--- src/hw/rtl/axis_angle_rotation_matrix_unit_assert.svh ---
// assertion macros for the axis-angle rotation matrix unit
// used by the top level only, which supplies clk and rst
`ifndef AXIS_ANGLE_ROTATION_MATRIX_UNIT_ASSERT_SVH
`define AXIS_ANGLE_ROTATION_MATRIX_UNIT_ASSERT_SVH
`ifndef NO_ASSERTIONS
`define AARM_ASSERT(lbl, prop, msg) \
  lbl: assert property (@(posedge clk) disable iff (rst) prop) else $error(msg);
`define AARM_ASSERT_ALWAYS(lbl, prop, msg) \
  lbl: assert property (@(posedge clk) prop) else $error(msg);
`else
`define AARM_ASSERT(lbl, prop, msg)
`define AARM_ASSERT_ALWAYS(lbl, prop, msg)
`endif
`endif

--- src/hw/rtl/aarm_pkg.sv ---
// shared types, constants and fixed-point helpers for the rotation matrix unit
// no dependencies
`timescale 1ns / 1ps
`default_nettype none
package aarm_pkg;

  localparam int COEF_WIDTH_DEF = 16;
  localparam int SQRT_STEPS     = 32;
  localparam int DIV_STEPS      = 31;
  localparam int CORDIC_STEPS   = 17;
  localparam int NORM_LAT       = 1 + SQRT_STEPS + DIV_STEPS + 1;
  localparam int CORDIC_LAT     = 1 + CORDIC_STEPS + 1;
  localparam int ANGLE_DLY      = NORM_LAT - CORDIC_LAT;

  localparam logic signed [33:0] ONE_Q30      = 34'sd1073741824;
  localparam logic signed [32:0] CORDIC_GAIN  = 33'sd652032874;
  localparam logic signed [16:0] PI_Q13       = 17'sd25736;
  localparam logic signed [16:0] HALF_PI_Q13  = 17'sd12868;

  localparam logic signed [19:0] ATAN_TAB [0:CORDIC_STEPS-1] = '{
    20'sd51472, 20'sd30386, 20'sd16055, 20'sd8150, 20'sd4091, 20'sd2047,
    20'sd1024, 20'sd512, 20'sd256, 20'sd128, 20'sd64, 20'sd32, 20'sd16,
    20'sd8, 20'sd4, 20'sd2, 20'sd1
  };

  typedef struct packed {
    logic signed [15:0] angle;
    logic               angle_invalid;
    logic signed [15:0] axis_x;
    logic signed [15:0] axis_y;
    logic signed [15:0] axis_z;
  } in_item_t;

  typedef struct packed {
    logic signed [15:0] r00;
    logic signed [15:0] r01;
    logic signed [15:0] r02;
    logic signed [15:0] r10;
    logic signed [15:0] r11;
    logic signed [15:0] r12;
    logic signed [15:0] r20;
    logic signed [15:0] r21;
    logic signed [15:0] r22;
    logic signed [15:0] unit_axis_x;
    logic signed [15:0] unit_axis_y;
    logic signed [15:0] unit_axis_z;
  } out_item_t;

  // unit axis in q30
  typedef struct packed {
    logic signed [31:0] x;
    logic signed [31:0] y;
    logic signed [31:0] z;
  } unit_t;

  // sine and cosine in q30, sign already applied
  typedef struct packed {
    logic signed [32:0] cosv;
    logic signed [32:0] sinv;
    logic               invalid;
  } cs_t;

  // q30 product, floor
  function automatic logic signed [35:0] mulq(input logic signed [33:0] p,
                                              input logic signed [33:0] q);
    logic signed [67:0] pr;
    pr = 68'(p) * 68'(q);
    return pr[65:30];
  endfunction

endpackage
`default_nettype wire

--- src/hw/rtl/aarm_cordic.sv ---
// sine and cosine of a q2.13 angle: range fold by pi, then rotation-mode cordic
// depends on aarm_pkg
`timescale 1ns / 1ps
`default_nettype none
module aarm_cordic (
  input  wire logic               clk,
  input  wire logic               rst,
  input  wire logic               vld_in,
  input  wire logic signed [15:0] angle,
  input  wire logic               invalid,
  output logic                    vld,
  output aarm_pkg::cs_t           cs
);

  localparam int N = aarm_pkg::CORDIC_STEPS;

  logic signed [32:0] cx   [0:N];
  logic signed [32:0] cy   [0:N];
  logic signed [19:0] cz   [0:N];
  logic               flip [0:N];
  logic               inv  [0:N];
  logic               cvld [0:N];

  logic signed [16:0] ang17;
  logic signed [16:0] red;
  logic               fl;

  assign ang17 = 17'(angle);

  always_comb begin
    red = ang17;
    fl  = 1'b0;
    if (ang17 > aarm_pkg::HALF_PI_Q13) begin
      red = ang17 - aarm_pkg::PI_Q13;
      fl  = 1'b1;
    end else if (ang17 < -aarm_pkg::HALF_PI_Q13) begin
      red = ang17 + aarm_pkg::PI_Q13;
      fl  = 1'b1;
    end
  end

  always_ff @(posedge clk) begin
    cvld[0] <= rst ? 1'b0 : vld_in;
    cx[0]   <= aarm_pkg::CORDIC_GAIN;
    cy[0]   <= '0;
    cz[0]   <= {red, 3'b000};
    flip[0] <= fl;
    inv[0]  <= invalid;
  end

  for (genvar i = 0; i < N; i++) begin : g_step
    logic signed [32:0] dx;
    logic signed [32:0] dy;
    assign dx = cx[i] >>> i;
    assign dy = cy[i] >>> i;
    always_ff @(posedge clk) begin
      cvld[i+1] <= rst ? 1'b0 : cvld[i];
      flip[i+1] <= flip[i];
      inv[i+1]  <= inv[i];
      if (cz[i] >= 0) begin
        cx[i+1] <= cx[i] - dy;
        cy[i+1] <= cy[i] + dx;
        cz[i+1] <= cz[i] - aarm_pkg::ATAN_TAB[i];
      end else begin
        cx[i+1] <= cx[i] + dy;
        cy[i+1] <= cy[i] - dx;
        cz[i+1] <= cz[i] + aarm_pkg::ATAN_TAB[i];
      end
    end
  end

  always_ff @(posedge clk) begin
    vld        <= rst ? 1'b0 : cvld[N];
    cs.cosv    <= flip[N] ? -cx[N] : cx[N];
    cs.sinv    <= flip[N] ? -cy[N] : cy[N];
    cs.invalid <= inv[N];
  end

endmodule
`default_nettype wire
--- config.mk ---
export PLATFORM = sky130hd
export DESIGN_NAME = aarm_cordic
export DESIGN_NICKNAME = d
export VERILOG_FILES = /design/src/hw/rtl/axis_angle_rotation_matrix_unit_assert.svh /design/src/hw/rtl/aarm_pkg.sv /design/src/hw/rtl/aarm_cordic.sv
export SDC_FILE = /design/constraint.sdc
export NUM_CORES = 2
export LEC_CHECK = 0
export BUFFER_PORTS_ARGS = -buffer_cell sky130_fd_sc_hd__clkbuf_2
export CAP_MARGIN = 20
export CORE_MARGIN = 2
export CORE_UTILIZATION = 59
export CTS_CLUSTER_SIZE = 14
export DETAILED_ROUTE_END_ITERATION = 12
export PLACE_DENSITY_LB_ADDON = 0.1
export SETUP_SLACK_MARGIN = 0.02
export SYNTH_ARGS = -nofsm -noshare
export SYNTH_HDL_FRONTEND = slang
export SYNTH_SLANG_ARGS = --single-unit
--- constraint.sdc ---
create_clock -name clk -period 5.1 [get_ports clk]
set_input_delay 0.51 -clock clk [delete_from_list [all_inputs] [get_ports clk]]
set_output_delay 0.51 -clock clk [all_outputs]
set_load 0.02 [all_outputs]
# --- After elaboration in Yosys (flattened, before gate mapping) ---
# Memories as Yosys holds them, arrays and structs flattened. A register that Yosys moved wholly into a read port is not among the register bits.
# Cells that the tools add are included.
totals:
  register_bits: 66
  mem_bits_rw: 1602
  wordCells: 309
  mem_count: 6
op_classes:
  add_sub_neg: 105
  magnitude_cmp: 19
  mux: 126
  n_bitwise: 51
memory_table:
  columns: ["name", "depth", "word_bits", "read_ports", "rd_clocked_by_memory_dff", "write_ports", "line_no", "rtl"]
  rows:
  - ["cx", 18, 33, 18, 0, 18, "aarm_cordic.sv:17", "logic signed [32:0] cx [0:N];"]
  - ["cy", 18, 33, 18, 0, 18, "aarm_cordic.sv:18", "logic signed [32:0] cy [0:N];"]
  - ["cz", 18, 20, 17, 0, 18, "aarm_cordic.sv:19", "logic signed [19:0] cz [0:N];"]
  - ["cvld", 18, 1, 18, 1, 18, "aarm_cordic.sv:22", "logic cvld [0:N];"]
  - ["flip", 18, 1, 18, 0, 18, "aarm_cordic.sv:20", "logic flip [0:N];"]
  - ["inv", 18, 1, 18, 1, 18, "aarm_cordic.sv:21", "logic inv [0:N];"]
op_table:
  columns: ["operator", "count"]
  rows:
  - ["2-to-1 mux 33 bit", 36]
  - ["greater-or-equal comparator 20 x 1 -> 1 bit, second input constant", 17]
  - ["2-to-1 mux 20 bit", 17]
  - ["2-to-1 mux 1 bit", 71]
  - ["adder 33 x 17 -> 33 bit", 2]
  - ["adder 33 x 18 -> 33 bit", 2]
  - ["adder 33 x 19 -> 33 bit", 2]
  - ["adder 33 x 20 -> 33 bit", 2]
  - ["adder 33 x 21 -> 33 bit", 2]
  - ["adder 33 x 22 -> 33 bit", 2]
  - ["adder 33 x 23 -> 33 bit", 2]
  - ["adder 33 x 24 -> 33 bit", 2]
  - ["adder 33 x 25 -> 33 bit", 2]
  - ["adder 33 x 26 -> 33 bit", 2]
  - ["adder 33 x 27 -> 33 bit", 2]
  - ["adder 33 x 28 -> 33 bit", 2]
  - ["adder 33 x 29 -> 33 bit", 2]
  - ["adder 33 x 30 -> 33 bit", 2]
  - ["adder 33 x 31 -> 33 bit", 2]
  - ["adder 33 x 32 -> 33 bit", 2]
  - ["negator 33 bit", 2]
  - ["subtractor 33 x 17 -> 33 bit", 2]
  - ["subtractor 33 x 18 -> 33 bit", 2]
  - ["subtractor 33 x 19 -> 33 bit", 2]
  - ["other kinds (53)", 120]

# --- Logic depth before layout (Yosys ltp) ---
depth:
  word_depth: 4
  mapped_depth: 21
  depth_no_buf: 20

# --- Least setup slack after synthesis ---
# No wires, ideal clock.
synth_timing:
  path_kind: "reg-to-reg"
  start: "memory cx[11][22]"
  end: "memory cy[12][30]"
  setup_ns: 0.119
  arrival_ns: 5.213
  required_time_ns: 4.981
  path_slack_ns: -0.232
  stages_incl_launch_ff: 19
  synth_period_minus_slack_ns: 5.332
  cell_sequence: "dfxtp_1 > or4_1 > or4_1 > or2_2 > or4_1 > or2_2 > o31ai_1 > xnor2_1 > ha_1 > and3_1 > nand2_1 > or4b_2 > o32ai_1 > o31ai_1 > o21ba_2 > o21ai_0 > o21a_1 > nor2_1 > xnor2_1"
synth_lines:
  columns: ["element", "line_no"]
  rows:
  - ["start, declared", "aarm_cordic.sv:17"]
  - ["end, declared", "aarm_cordic.sv:18"]

==> run_results.csv <==
group,metric,value,unit
detailed_routing,ant_nets,0,
clock_tree,cts_tree,"built",
worst_hold_path,hp-class,"input port to register",
critical_path,worstReg2RegStart,"cx[4][9]$_DFF_P_",
synthesis,yosys.area_share.simple,0.138,
critical_path,cpPeakStageDelay,510,ps
critical_path,critPathSlowestCell,"or4_4",
sta,clock_skew,24.0,ps
detailed_routing,avgViaCountPerCell,6.00,
detailed_routing,m1WireLength,117,mm
detailed_routing,drc,0,
detailed_routing,num_vias,84700,
grt,grt_pass1_wl,430,mm
sta,setup_viol,0,
synthesis,synth_xor_area_frac,0.156,
synthesis,syn_area,99800,um2
critical_path,critical_path_buf_inv_count,1,
placed_design,place.port_buffers,87,
floorplanning,ios,88,
layout,syn2layout_area_growth,10.3,%
grt,grt_start_max_net_pins,53,
layout,nets,13100,
detailed_routing,wirelength,270,mm
clock_tree,clkTransAtPathRegs,60,ps
grt,grt_pass1_vias,81200,
floorplanning,die_y,415,um
detailed_routing,first_iter_violations,5613,
synthesis,synthArstFlopShare,0,
clock_tree,clk_latency,820,ps
detailed_routing,first_pass_iters,6,
synthesis,ys_warn_count,0,
worst_hold_path,hold_end,"cz[0][7]$_DFF_P_",
clock_tree,ctsLongestPathBuffers,3,
floorplanning,dieArea,173000,um2
critical_path,arrival,5680,ps
job,maxCapViolCount,0,
detailed_routing,routed-wl-met2,126,mm
clock_tree,cts_root_buf,"clkbuf_16",
critical_path,reg2reg_to,"cy[5][29]$_DFF_P_",
grt,gr-usage-all-layers,0.303,
synthesis,ys_types,80,
synthesis,syn-num-nets,12800,
synthesis,syn_avg_cell_area,8.69,um2
synthesis,synthMuxAreaShare,0.00301,
sta,period_needed,4920,ps
clock_tree,cts_buffers,160,
sta,drv_slew,0,
critical_path,cp-end-kind,"register",
synthesis,synth-compound-area-share,0.224,
critical_path,crit_family,"simple AND/OR/NAND/NOR gates",
sta,max-slew-margin-rel,0.235,
synthesis,synthAdderAreaFrac,0.163,
critical_path,rrSetupSlack,180,ps
synthesis,ys.flop_type,"dfxtp_1",
layout,fin_util,0.657,
sta,rsz0062_at_grt,"true",
clock_tree,clock_sinks,1454,
detailed_routing,routed-wl-met3,13.5,mm
placed_design,place_hpwl,216,mm
synthesis,synth_edf_count,0,
sta,worst_pin_slew,1120,ps
grt,grt_overflow,0,
critical_path,rr_worst_depth,18,
floorplanning,start_util,0.596,
worst_hold_path,min_path_cells,3,
critical_path,path_cells,"or4_4, or3_1, or3_4, or3_1, or2_2, o41ai_2, xnor2_1, ha_1, nor2b_2, a211o_1, o32a_1, o41ai_1, o31ai_2, a2111oi_2, buf_4, o21bai_1, a21oi_1, xnor2_1",
critical_path,path_class,"register to register",
synthesis,syn-instance-count,11500,
synthesis,synth_seq_cells,1454,
clock_tree,htree_levels,4,
placed_design,gp_congestion,0.944,
run_status,outcome,"complete, no violations",
critical_path,crit_start,"cx[4][9]$_DFF_P_",
grt,grt_antenna_before_repair,3,
layout,drive_gt1_frac,0.0634,
sta,timing.fmax,203,MHz
sta,whs,114,ps
critical_path,start_kind,"register",
detailed_routing,wire_per_inst,19.1,um
floorplanning,die_w,415,um
critical_path,cp.required,5860,ps
synthesis,synth_top_family_by_area,"compound AO/OA/AOI/OAI gates",
sta,hold_viol,0,
worst_hold_path,worstHoldStart,"angle[4]",
synthesis,ys_seq_area_frac,0.292,
sta,fin_crit_sh,0.966,
detailed_routing,highest-signal-layer,"met4",
critical_path,cp_max_fo,5,
floorplanning,coreArea,168000,um2
floorplanning,core.rowCount,150,
## registers in the layout, indices dropped and copies added (netlist names)
| register | flops |
|---|---|
| cs | 67 |
| cvld | 18 |
| cx | 504 |
| cy | 528 |
| cz | 300 |
| flip | 18 |
| inv | 18 |
| vld | 1 |
## cells in the final DEF, fill, tap and decap left out, types with 203 or more instances in the layout
master   count
nand3_1    203
nand2_1    683
ha_1      1225
o31ai_1    227
dfxtp_1   1450
a21o_1     441
xnor2_1   1157
xor2_1     620
inv_1      472
a21oi_1    941
o21ai_0    777
nor3_1     225
nor2_1     764
## routing by layer
layer | track usage | vias to the layer above
met5 | 0 | -
met4 | 0.133 | 0
met3 | 0.0421 | 585
met2 | 0.522 | 2220
met1 | 0.376 | 39800
li1 | - | 42100
## area by class of cell
class                   instances  area, um2
multi-input cells            9379      68600
fillers                     14100      57500
flip-flops and latches       1454      29100
clock buffers                 212       4560
well taps                    2204       2760
repair buffers                298       2100
inverters                     475       1780
clock inverters                83       1170
diodes                          1       2.50
## Yosys cell counts (44+ instances only)
master	n	area share
nand4_1	70	0.0044
nor4_1	51	0.0032
nand2b_1	147	0.0092
inv_1	472	0.018
dfxtp_1	1454	0.29
a21o_1	441	0.033
a31o_2	44	0.0039
ha_1	1229	0.15
a31oi_1	67	0.0042
nor2_1	765	0.029
or4_1	111	0.0083
fa_1	44	0.0088
or2_2	70	0.0044
and2_1	51	0.0032
o21bai_1	195	0.015
a211oi_1	128	0.0096
or3_1	142	0.0089
nand3_1	203	0.010
o211ai_1	52	0.0039
o31ai_1	235	0.018
xnor2_1	1157	0.10
o41ai_1	114	0.010
nor2b_1	152	0.0095
o21ai_0	785	0.039
a21oi_1	944	0.047
and3_1	75	0.0047
o21a_1	134	0.010
nand2_1	683	0.026
xor2_1	620	0.054
clkbuf_1	164	0.0062
nor3_1	226	0.011
## tightest hold or removal path, stage by stage
cell,delay [ps]
clkbuf_2,150
a211oi_1,60
a211oi_1,170
## per-stage QoR
stage | area [um2] | cells | worst slack (ps) | TNS (ps)
6_report | 110000 | 14100 | 176 | 0
5_1_grt | 110000 | 14100 | -109 | -264
2_1_floorplan | 99900 | 11500 | 53.4 | 0
3_5_place_dp | 104000 | 13800 | -15.3 | -15.3
3_3_place_gp | 104000 | 13800 | -75.5 | -75.5
4_1_cts | 110000 | 14100 | 29.3 | 0
## worst max path at each step
stage | end | slack [ps] | cells after the start
2_1_floorplan | cy[12][30]$_DFF_P_ | 50 | 19
3_3_place_gp | cy[12][30]$_DFF_P_ | -80 | 19
3_5_place_dp | cy[12][30]$_DFF_P_ | -20 | 19
4_1_cts | cy[12][30]$_DFF_P_ | 30 | 19
5_1_grt | cx[17][31]$_DFF_P_ | -110 | 19
6_report | cy[5][29]$_DFF_P_ | 180 | 18
## timing repair
action                                  4_1_cts  5_1_grt
hold endpoints to repair                     18        0
buffers inserted                              0        5
pin swaps                                     0       12
resized for setup                             2       66
endpoints found under the setup margin        1       44
hold buffers                                 16        0
## kinds of logic after synthesis
group,count (synthesis)
simple gates,2818
compound gates,3481
mux,30
flops,1454
xor+xnor,1777
buf+inv,653
fa+ha+maj,1273
Power is left out: the tool's default activity adds up to more than one toggle a clock period on the data nets, which glitch-free logic cannot reach.
